--- config.mk ---
export PLATFORM = sky130hd
export DESIGN_NAME = sync_fifo_bypass_regpop_top
export DESIGN_NICKNAME = d
export VERILOG_FILES = /design/src/sv/sfbr_pkg.sv /design/src/sv/sfbr_store.sv /design/src/sv/sync_fifo_bypass_regpop_top.sv
export VERILOG_INCLUDE_DIRS = /design/src /design/src/sv
export SDC_FILE = /design/constraint.sdc
export NUM_CORES = 1
export LEC_CHECK = 0
export ABC_AREA = 1
export BUFFER_PORTS_ARGS = -buffer_cell sky130_fd_sc_hd__buf_2
export CORE_ASPECT_RATIO = 1.75
export CORE_MARGIN = 2
export CORE_UTILIZATION = 50
export DETAILED_ROUTE_END_ITERATION = 10
export PLACE_DENSITY = 0.64
export RECOVER_POWER = 50
export SLEW_MARGIN = 15
export SYNTH_ARGS = -nofsm -noshare
export SYNTH_HDL_FRONTEND = slang
export SYNTH_HIERARCHICAL = 1
export SYNTH_SLANG_ARGS = --single-unit
export TNS_END_PERCENT = 50
--- constraint.sdc ---
create_clock -name clk -period 4.68 [get_ports clk]
set_input_delay 0.468 -clock clk [delete_from_list [all_inputs] [get_ports clk]]
set_output_delay 0.468 -clock clk [all_outputs]
set_load 0.02 [all_outputs]
--- src/sv/sync_fifo_bypass_regpop_top_defines.svh ---
// Assertion macros for the FIFO RTL, included by the top level.
`ifndef SYNC_FIFO_BYPASS_REGPOP_TOP_DEFINES_SVH
`define SYNC_FIFO_BYPASS_REGPOP_TOP_DEFINES_SVH

`ifndef NO_ASSERTIONS

// property must hold at every clock edge out of reset
`define SFBR_ASSERT(label, clk, rstn, prop, msg) \
	label: assert property (@(posedge clk) disable iff (!(rstn)) (prop)) else $error(msg);

// condition must never be seen at a clock edge out of reset
`define SFBR_NEVER(label, clk, rstn, cond, msg) \
	label: assert property (@(posedge clk) disable iff (!(rstn)) !(cond)) else $error(msg);

`else

`define SFBR_ASSERT(label, clk, rstn, prop, msg)
`define SFBR_NEVER(label, clk, rstn, cond, msg)

`endif

`endif

--- src/sv/sfbr_pkg.sv ---
// Package: defaults and register indexes for the bypass/regpop FIFO.
`default_nettype none

package sfbr_pkg;

	localparam int DEPTH_DEF      = 8;
	localparam int DATA_WIDTH_DEF = 32;

	// configuration register indexes
	typedef enum logic [1:0] {
		CFG_BYPASS   = 2'd0,
		CFG_REG_PUSH = 2'd1,
		CFG_REG_POP  = 2'd2
	} cfg_idx_t;

	// write request into the slot store
	typedef struct packed {
		logic we;
		logic fwd;
	} store_ctl_t;

endpackage

`default_nettype wire

--- src/sv/sfbr_store.sv ---
// Slot store: memory with registered head read, write forwarding and written-slot tracking.
`default_nettype none

module sfbr_store
	import sfbr_pkg::*;
#(
	parameter int DEPTH      = DEPTH_DEF,
	parameter int DATA_WIDTH = DATA_WIDTH_DEF,
	localparam int SLOTS = DEPTH + 1,
	localparam int PW    = $clog2(DEPTH + 2),
	localparam int AW    = (SLOTS > 1) ? $clog2(SLOTS) : 1
) (
	input  wire logic                  clk,
	input  wire logic                  arst_n,
	input  wire store_ctl_t            ctl,      // we: store wdata; fwd: wdata lands at raddr_n
	input  wire logic [PW-1:0]         waddr,
	input  wire logic [DATA_WIDTH-1:0] wdata,
	input  wire logic [PW-1:0]         raddr_n,  // read pointer after this edge
	output logic [DATA_WIDTH-1:0]      head
);

	logic [DATA_WIDTH-1:0] mem [SLOTS];
	logic [DATA_WIDTH-1:0] rd_q;
	logic [DATA_WIDTH-1:0] fwd_data_q;
	logic                  fwd_q;
	logic                  zero_q;
	logic                  wrapped_q;
	logic                  written_n;

	// writes go strictly in order from slot 0, so an entry holds data once
	// the write pointer has passed it or has wrapped at least once
	assign written_n = wrapped_q || (raddr_n < waddr);

	always_ff @(posedge clk) begin
		if (ctl.we) begin
			mem[waddr[AW-1:0]] <= wdata;
		end
		rd_q       <= mem[raddr_n[AW-1:0]];
		fwd_data_q <= wdata;
	end

	always_ff @(posedge clk or negedge arst_n) begin
		if (!arst_n) begin
			wrapped_q <= 1'b0;
			fwd_q     <= 1'b0;
			zero_q    <= 1'b1;
		end else begin
			if (ctl.we && waddr == PW'(SLOTS - 1)) begin
				wrapped_q <= 1'b1;
			end
			fwd_q  <= ctl.fwd;
			zero_q <= !written_n;
		end
	end

	always_comb begin
		if (fwd_q) begin
			head = fwd_data_q;
		end else if (zero_q) begin
			head = '0;
		end else begin
			head = rd_q;
		end
	end

endmodule

`default_nettype wire

--- src/sv/sync_fifo_bypass_regpop_top.sv ---
// Top level: cycle-item FIFO with bypass, registered push and registered pop modes.
// Usage:
//   Each request on the s_ channel is one FIFO clock cycle: push offer flag, push word
//   and pop_ready as the neighbors would drive them. For each accepted request
//   the m_ channel returns one response: push-accept flag, pop-valid flag and pop_data
//   seen in that cycle, after which the FIFO state (pointers, occupancy, slots, output
//   stage) advances.
//   Responses are registered: a response appears in the cycle after its request is accepted.
//   Throughput: one request per cycle while no response is stalled; the output
//   register accepts a new response in the same cycle the old one is taken.
//   Slot memory is read through a registered head word with write forwarding;
//   never-written slots read as zero, tracked by a wrap flag instead of per-slot
//   valid bits, so no clearing pass runs after reset.
//   Config: cfg_valid/cfg_index/cfg_data writes one mode bit (bit 0 only);
//   index 0 bypass, 1 registered push, 2 registered pop; other indexes ignored.
//   cfg_ready is always high. Write modes only while idle.
//   Reset (arst_n low): modes, pointers, occupancy, output stage cleared.
//   Stall: while m_tready is low and a response waits, s_tready drops and
//   FIFO state holds.
`default_nettype none
`include "sync_fifo_bypass_regpop_top_defines.svh"

module sync_fifo_bypass_regpop_top
	import sfbr_pkg::*;
#(
	parameter int DEPTH      = DEPTH_DEF,
	parameter int DATA_WIDTH = DATA_WIDTH_DEF,
	localparam int TW = ((DATA_WIDTH + 2 + 7) / 8) * 8
) (
	input  wire logic          clk,
	input  wire logic          arst_n,
	// request channel
	input  wire logic          s_tvalid,
	output logic               s_tready,
	input  wire logic [TW-1:0] s_tdata,   // push offer, push word, pop_ready, zero pad
	// response channel
	output logic               m_tvalid,
	input  wire logic          m_tready,
	output logic [TW-1:0]      m_tdata,   // push accept, pop valid, pop_data, zero pad
	// mode register writes
	input  wire logic          cfg_valid,
	output logic               cfg_ready,
	input  wire logic [1:0]    cfg_index,
	input  wire logic          cfg_data
);

	localparam int SLOTS = DEPTH + 1;
	localparam int PW    = $clog2(DEPTH + 2);

	// mode registers
	logic byp_en_q, reg_push_q, reg_pop_q;

	// FIFO state
	logic [PW-1:0]         wp_q, rp_q, occ_q;
	logic                  ovr_q;      // output stage valid
	logic [DATA_WIDTH-1:0] odr_q;      // output stage data

	// response register
	logic          m_valid_q;
	logic [TW-1:0] m_data_q;

	// request fields
	logic                  pv, pr;
	logic [DATA_WIDTH-1:0] pd;

	// cycle logic
	logic                  acc;
	logic                  not_full, empty;
	logic                  load_en, bpr, bpr2, can_push, byp, skip;
	logic                  accept_ok, pvi, did_push, did_pop;
	logic                  out_avail, pushed, popped;
	logic [DATA_WIDTH-1:0] head, pop_data_int, pop_data_out;
	logic [PW-1:0]         wp_n, rp_n, occ_n;
	store_ctl_t            sctl;

	function automatic logic [PW-1:0] advance(input logic [PW-1:0] p);
		return (p == PW'(SLOTS - 1)) ? '0 : p + 1'b1;
	endfunction

	assign pv = s_tdata[0];
	assign pd = s_tdata[DATA_WIDTH:1];
	assign pr = s_tdata[DATA_WIDTH+1];

	assign s_tready  = !m_valid_q || m_tready;
	assign acc       = s_tvalid && s_tready;
	assign cfg_ready = 1'b1;
	assign m_tvalid  = m_valid_q;
	assign m_tdata   = m_data_q;

	always_ff @(posedge clk or negedge arst_n) begin
		if (!arst_n) begin
			byp_en_q   <= 1'b0;
			reg_push_q <= 1'b0;
			reg_pop_q  <= 1'b0;
		end else if (cfg_valid) begin
			case (cfg_idx_t'(cfg_index))
				CFG_BYPASS:   byp_en_q   <= cfg_data;
				CFG_REG_PUSH: reg_push_q <= cfg_data;
				CFG_REG_POP:  reg_pop_q  <= cfg_data;
				default: ;
			endcase
		end
	end

	// handshake decisions of one FIFO cycle
	always_comb begin
		not_full = occ_q != PW'(DEPTH);
		empty    = wp_q == rp_q;
		load_en  = reg_pop_q && (pr || !ovr_q);
		bpr      = reg_pop_q ? load_en : pr;
		can_push = not_full || bpr;
		byp      = 1'b0;
		skip     = 1'b0;
		bpr2     = bpr;
		accept_ok = can_push;
		if (byp_en_q) begin
			byp      = bpr && pv;
			pvi      = !empty || pv;
			skip     = empty && byp;
			bpr2     = reg_pop_q ? (bpr && pvi) : bpr;
			did_pop  = (!empty || byp) && bpr2 && !skip;
			did_push = (can_push || byp) && pv && !skip;
		end else begin
			pvi      = !empty;
			did_pop  = pvi && bpr;
			did_push = can_push && pv;
		end
		if (reg_push_q) begin
			accept_ok = not_full;
			did_push  = did_push && not_full;
		end

		pop_data_int = (byp_en_q && empty) ? pd : head;
		out_avail    = reg_pop_q ? ovr_q : pvi;
		pop_data_out = reg_pop_q ? odr_q : pop_data_int;

		// occupancy follows the port handshakes and wraps at pointer width
		pushed = accept_ok && pv;
		popped = pr && out_avail;
		occ_n  = occ_q;
		if (pushed && !popped) begin
			occ_n = occ_q + 1'b1;
		end else if (!pushed && popped) begin
			occ_n = occ_q - 1'b1;
		end

		wp_n = (acc && did_push) ? advance(wp_q) : wp_q;
		rp_n = (acc && did_pop) ? advance(rp_q) : rp_q;

		sctl.we  = acc && did_push;
		sctl.fwd = acc && did_push && (wp_q == rp_n);
	end

	sfbr_store #(
		.DEPTH      (DEPTH),
		.DATA_WIDTH (DATA_WIDTH)
	) u_store (
		.clk     (clk),
		.arst_n  (arst_n),
		.ctl     (sctl),
		.waddr   (wp_q),
		.wdata   (pd),
		.raddr_n (rp_n),
		.head    (head)
	);

	always_ff @(posedge clk or negedge arst_n) begin
		if (!arst_n) begin
			wp_q      <= '0;
			rp_q      <= '0;
			occ_q     <= '0;
			ovr_q     <= 1'b0;
			odr_q     <= '0;
			m_valid_q <= 1'b0;
		end else begin
			if (acc) begin
				wp_q      <= wp_n;
				rp_q      <= rp_n;
				occ_q     <= occ_n;
				m_valid_q <= 1'b1;
				if (load_en) begin
					ovr_q <= pvi;
					odr_q <= pop_data_int;
				end
			end else if (m_tready) begin
				m_valid_q <= 1'b0;
			end
		end
	end

	always_ff @(posedge clk) begin
		if (acc) begin
			m_data_q <= TW'({pop_data_out, out_avail, accept_ok});
		end
	end

	`SFBR_NEVER(a_no_overwrite, clk, arst_n, acc && m_valid_q && !m_tready, "response overwritten while stalled")
	`SFBR_ASSERT(a_resp_follows, clk, arst_n, acc |=> m_valid_q, "accepted request gave no response")
	`SFBR_NEVER(a_ptr_range, clk, arst_n, (wp_q > PW'(SLOTS - 1)) || (rp_q > PW'(SLOTS - 1)), "pointer past last slot")
	`SFBR_ASSERT(a_hold_idle, clk, arst_n, !acc |=> ($stable(wp_q) && $stable(rp_q) && $stable(occ_q)), "FIFO state moved without a request")

endmodule

`default_nettype wire

==> flow_metrics.env <==
export IMPL_initial_antenna_violation_count=0
export IMPL_period_needed_ns=3.664
export IMPL_syn_area_per_cell_um2=10.40
export IMPL_cts_htree_levels=2
export IMPL_synth_main_ff_cell="edfxtp_1"
export IMPL_tightestPinTransition_ns=2.822
export IMPL_post_cts_resized_instances=0
export IMPL_tritoncts_num_sinks=438
export IMPL_fin_cells=2302
export IMPL_grt_pass1_wl_um=64470
export IMPL_timing_slew_headroom_pct=-88.17
export IMPL_worst_skew_pair_late_latency_ns=0.54
export IMPL_clock_skew_ns=0.009037
export IMPL_drt_pass1_iter_count=5
export IMPL_setup_worst_path_class="reg2reg"
export IMPL_timing_critical_path_arrival_ns=4.09
export IMPL_grt_usage_pct=22.16
export IMPL_run_status="finished with violations"
export IMPL_synth_warning_count=6
export IMPL_ioPinCount=91
export IMPL_timing_critical_path_from_type="flip-flop"
export IMPL_total_power_uw=12850
export IMPL_drt_antenna_violating_nets=0
export IMPL_cellLeakagePower_uw=0.008518
export IMPL_floorplan_core_area_mm2=0.03580
export IMPL_gp_congestion=0.8070
export IMPL_placed_cells_incl_taps=2231
export IMPL_nNetsFinal=1860
export IMPL_cp_data_required_time_ns=5.11
export IMPL_clk_transition_reported_paths_ns=0.07
export IMPL_post_synth_inst_count=1740
export IMPL_dieWidth_um=147.8
export IMPL_cts_buffers=38
export IMPL_final_setup_tns_ns=0
export IMPL_setup_violations=0
export IMPL_ys_async_sr_fraction_pct=11.87
export IMPL_timing_hold_worst_class="in2reg"
export IMPL_critical_path_top_cell_by_count="nand2_1"
export IMPL_core_rows=92
export IMPL_pwr_density_cell_mw_per_mm2=637.3
export IMPL_synth_top_cell_area_share_pct=53.45
export IMPL_most_common_layout_cells="nand2_1 (538), edfxtp_1 (322), inv_1 (253)"
export IMPL_reg2regPathDepth=16
export IMPL_max_freq_mhz=272.9
export IMPL_critical_path_max_fanout=64
export IMPL_fp_dieArea_mm2=0.03778
export IMPL_detail_route_vias_per_cell=5.143
export IMPL_maximum_buffer_depth_of_the_clock_tree=3
export IMPL_summed_instance_area_of_the_synthesized_netlist_mm2=0.01809
export IMPL_hold_path_cell_count=4
export IMPL_ir_drop_mv=0.4303
export IMPL_unrepaired_setup_endpoints_after_global_routing="no"
export IMPL_place_hpwl_um=23930
export IMPL_drive_gt1_share_pct=6.936
export IMPL_initial_core_util_pct=50.53
export IMPL_wl_per_cell_um=17.96
export IMPL_post_cts_hold_buffer_count=0
export IMPL_routed_wirelength_um=41340
export IMPL_crit_path_setup_slack_layout_ns=1.016
export IMPL_dp_slack_ns=1.037
export IMPL_maxSlewViolCount=156
export IMPL_post_cts_setup_buffers=0
export IMPL_failed_checks="max-capacitance violations, max-slew violations"
export IMPL_post_synth_main_area_contributors="edfxtp_1 (53%), nand2_1 (11%), dfxtp_1 (7.1%), dfrtp_1 (7.1%), nand3_1 (5.9%)"
export IMPL_die_height_um=255.6
export IMPL_layout_commonest_cell="nand2_1"
export IMPL_cts_tree="done"
export IMPL_synth_seq_cells=438
export IMPL_synth_edf_count=322
export IMPL_cp_cell_sequence="inv_1 -> nand2_1 -> nand2_1 -> nor2_2 -> nand2_4 -> nand2_2 -> nand2_1 -> nand2_4 -> clkinv_2 -> buf_12 -> nand2_1 -> nand2_1 -> nand2_1 -> nand3_1 -> nand3_1 -> nand2_1"
export IMPL_timing_final_crit_share_pct=78.30
export IMPL_globalRoute_totalOverflow=0
export IMPL_slowest_delay_ns=0.67
export IMPL_synth_cell_types=36
export IMPL_post_synth_top_area_cell="edfxtp_1"
export IMPL_number_of_global_route_vias_before_repair=12020
export IMPL_type_of_destination_of_the_critical_path="flip-flop"
export IMPL_grt_max_degree=67
export IMPL_cell_chosen_for_the_clock_root="clkbuf_16"
export IMPL_remaining_drcs=0
export IMPL_worst_path_max_delay_cell="clkinv_2"
export IMPL_synth_yosys_seq_area_share_pct=67.73
export IMPL_timing_final_hold_violations=0
export IMPL_initialDrtViolationCount=701
export IMPL_vias=11840
export IMPL_drv_max_cap_violation_count=3
export IMPL_port_buffers=77
export IMPL_area_growth_synth_to_final_pct=11.42
worst max-delay path, delay by kind of cell, from the launching register on:
kind | cells | cell delay, ns
and+or+nand+nor | 13 | 1.63
DFF | 1 | 0.51
buffers and inverters | 3 | 1.29
final timing paths:
check,slack [ns],start,to
worst max-delay path,1.02,wp_q[0]$_DFFE_PN0P_,u_store/rd_q[9]$_DFF_P_
min in group asynchronous,0.93,arst_n,occ_q[2]$_DFFE_PN0P_
worst min-delay path,0.20,m_tready,m_tvalid$_DFFE_PN0P_
max in group asynchronous,1.96,arst_n,reg_pop_q$_DFFE_PN0P_
worst min register to register,0.40,u_store/wrapped_q$_DFFE_PN0P_,u_store/zero_q$_DFF_PN1_
worst max register to register,1.02,wp_q[0]$_DFFE_PN0P_,u_store/rd_q[9]$_DFF_P_
metal layers:
layer  vias to the layer above  global-route usage (%)  wire length (um)
met4                         0                   10.47              1833
met5                         -                       0                 0
li1                       5741                       -                 -
met3                        73                   2.781              1750
met2                       261                   41.24             22410
met1                      5764                   24.78             15350
sequential cells by signal, indices dropped and copies added, names as in the netlist, 4 cells and up:
signal,count
u_store/fwd_data_q,32
u_store/rd_q,32
occ_q,4
wp_q,4
u_store/mem,288
odr_q,32
m_tdata,34
rp_q,4
power by group:
group          internal [uW]  switching (uW)
sequential              4820             244
clock                   1980            1380
combinational           1270            3140
total                   8080            4760
kinds of logic after synthesis:
logic type	count (synthesis)	synth area share (%)
AOI/OAI and AO/OA	114	3.181
xor gates and xnor gates	5	0.2421
adders and majority gates	11	0.8023
buffers and inverters	346	7.974
DFF	438	67.73
muxes	32	1.771
other	2	0.04151
and+or+nand+nor	792	18.26
area by class of cell:
class | instances | area (um^2)
Antenna cell | 1 | 2.502
Clock buffer | 57 | 1146
Clock inverter | 13 | 202.7
Fill cell | 3004 | 15640
Inverter | 259 | 973.4
Multi-Input combinational cell | 961 | 4482
Sequential cell | 438 | 12250
Tap cell | 470 | 588.1
Timing Repair Buffer | 103 | 508.0
stage by stage:
step                      instance area, um^2  utilization [%]  hold WS (ns)
after floorplan                         18110                -        0.1724
after global placement                  18890            52.78        0.3800
after detailed placement                18890            52.78        0.3726
after CTS                               20240            56.54       0.06165
after global routing                    20150            56.30        0.2331
final                                   20160            56.31        0.2031
synth_stat cells, types with 2 or more instances:
cell,instances
nand2_1,540
edfxtp_1,322
inv_1,253
nand3_1,214
dfxtp_1,64
o21ai_1,64
dfrtp_1,51
o21ai_0,44
mux2i_1,32
buf_2,31
clkbuf_1,30
nor2_1,23
buf_4,15
ha_1,10
buf_1,8
inv_2,6
a21oi_1,4
buf_12,3
nor2_2,3
xor2_1,3
conb_1,2
nand2_2,2
or2_2,2
xnor2_1,2
No activity file was read; power rests on OpenSTA's default activity.
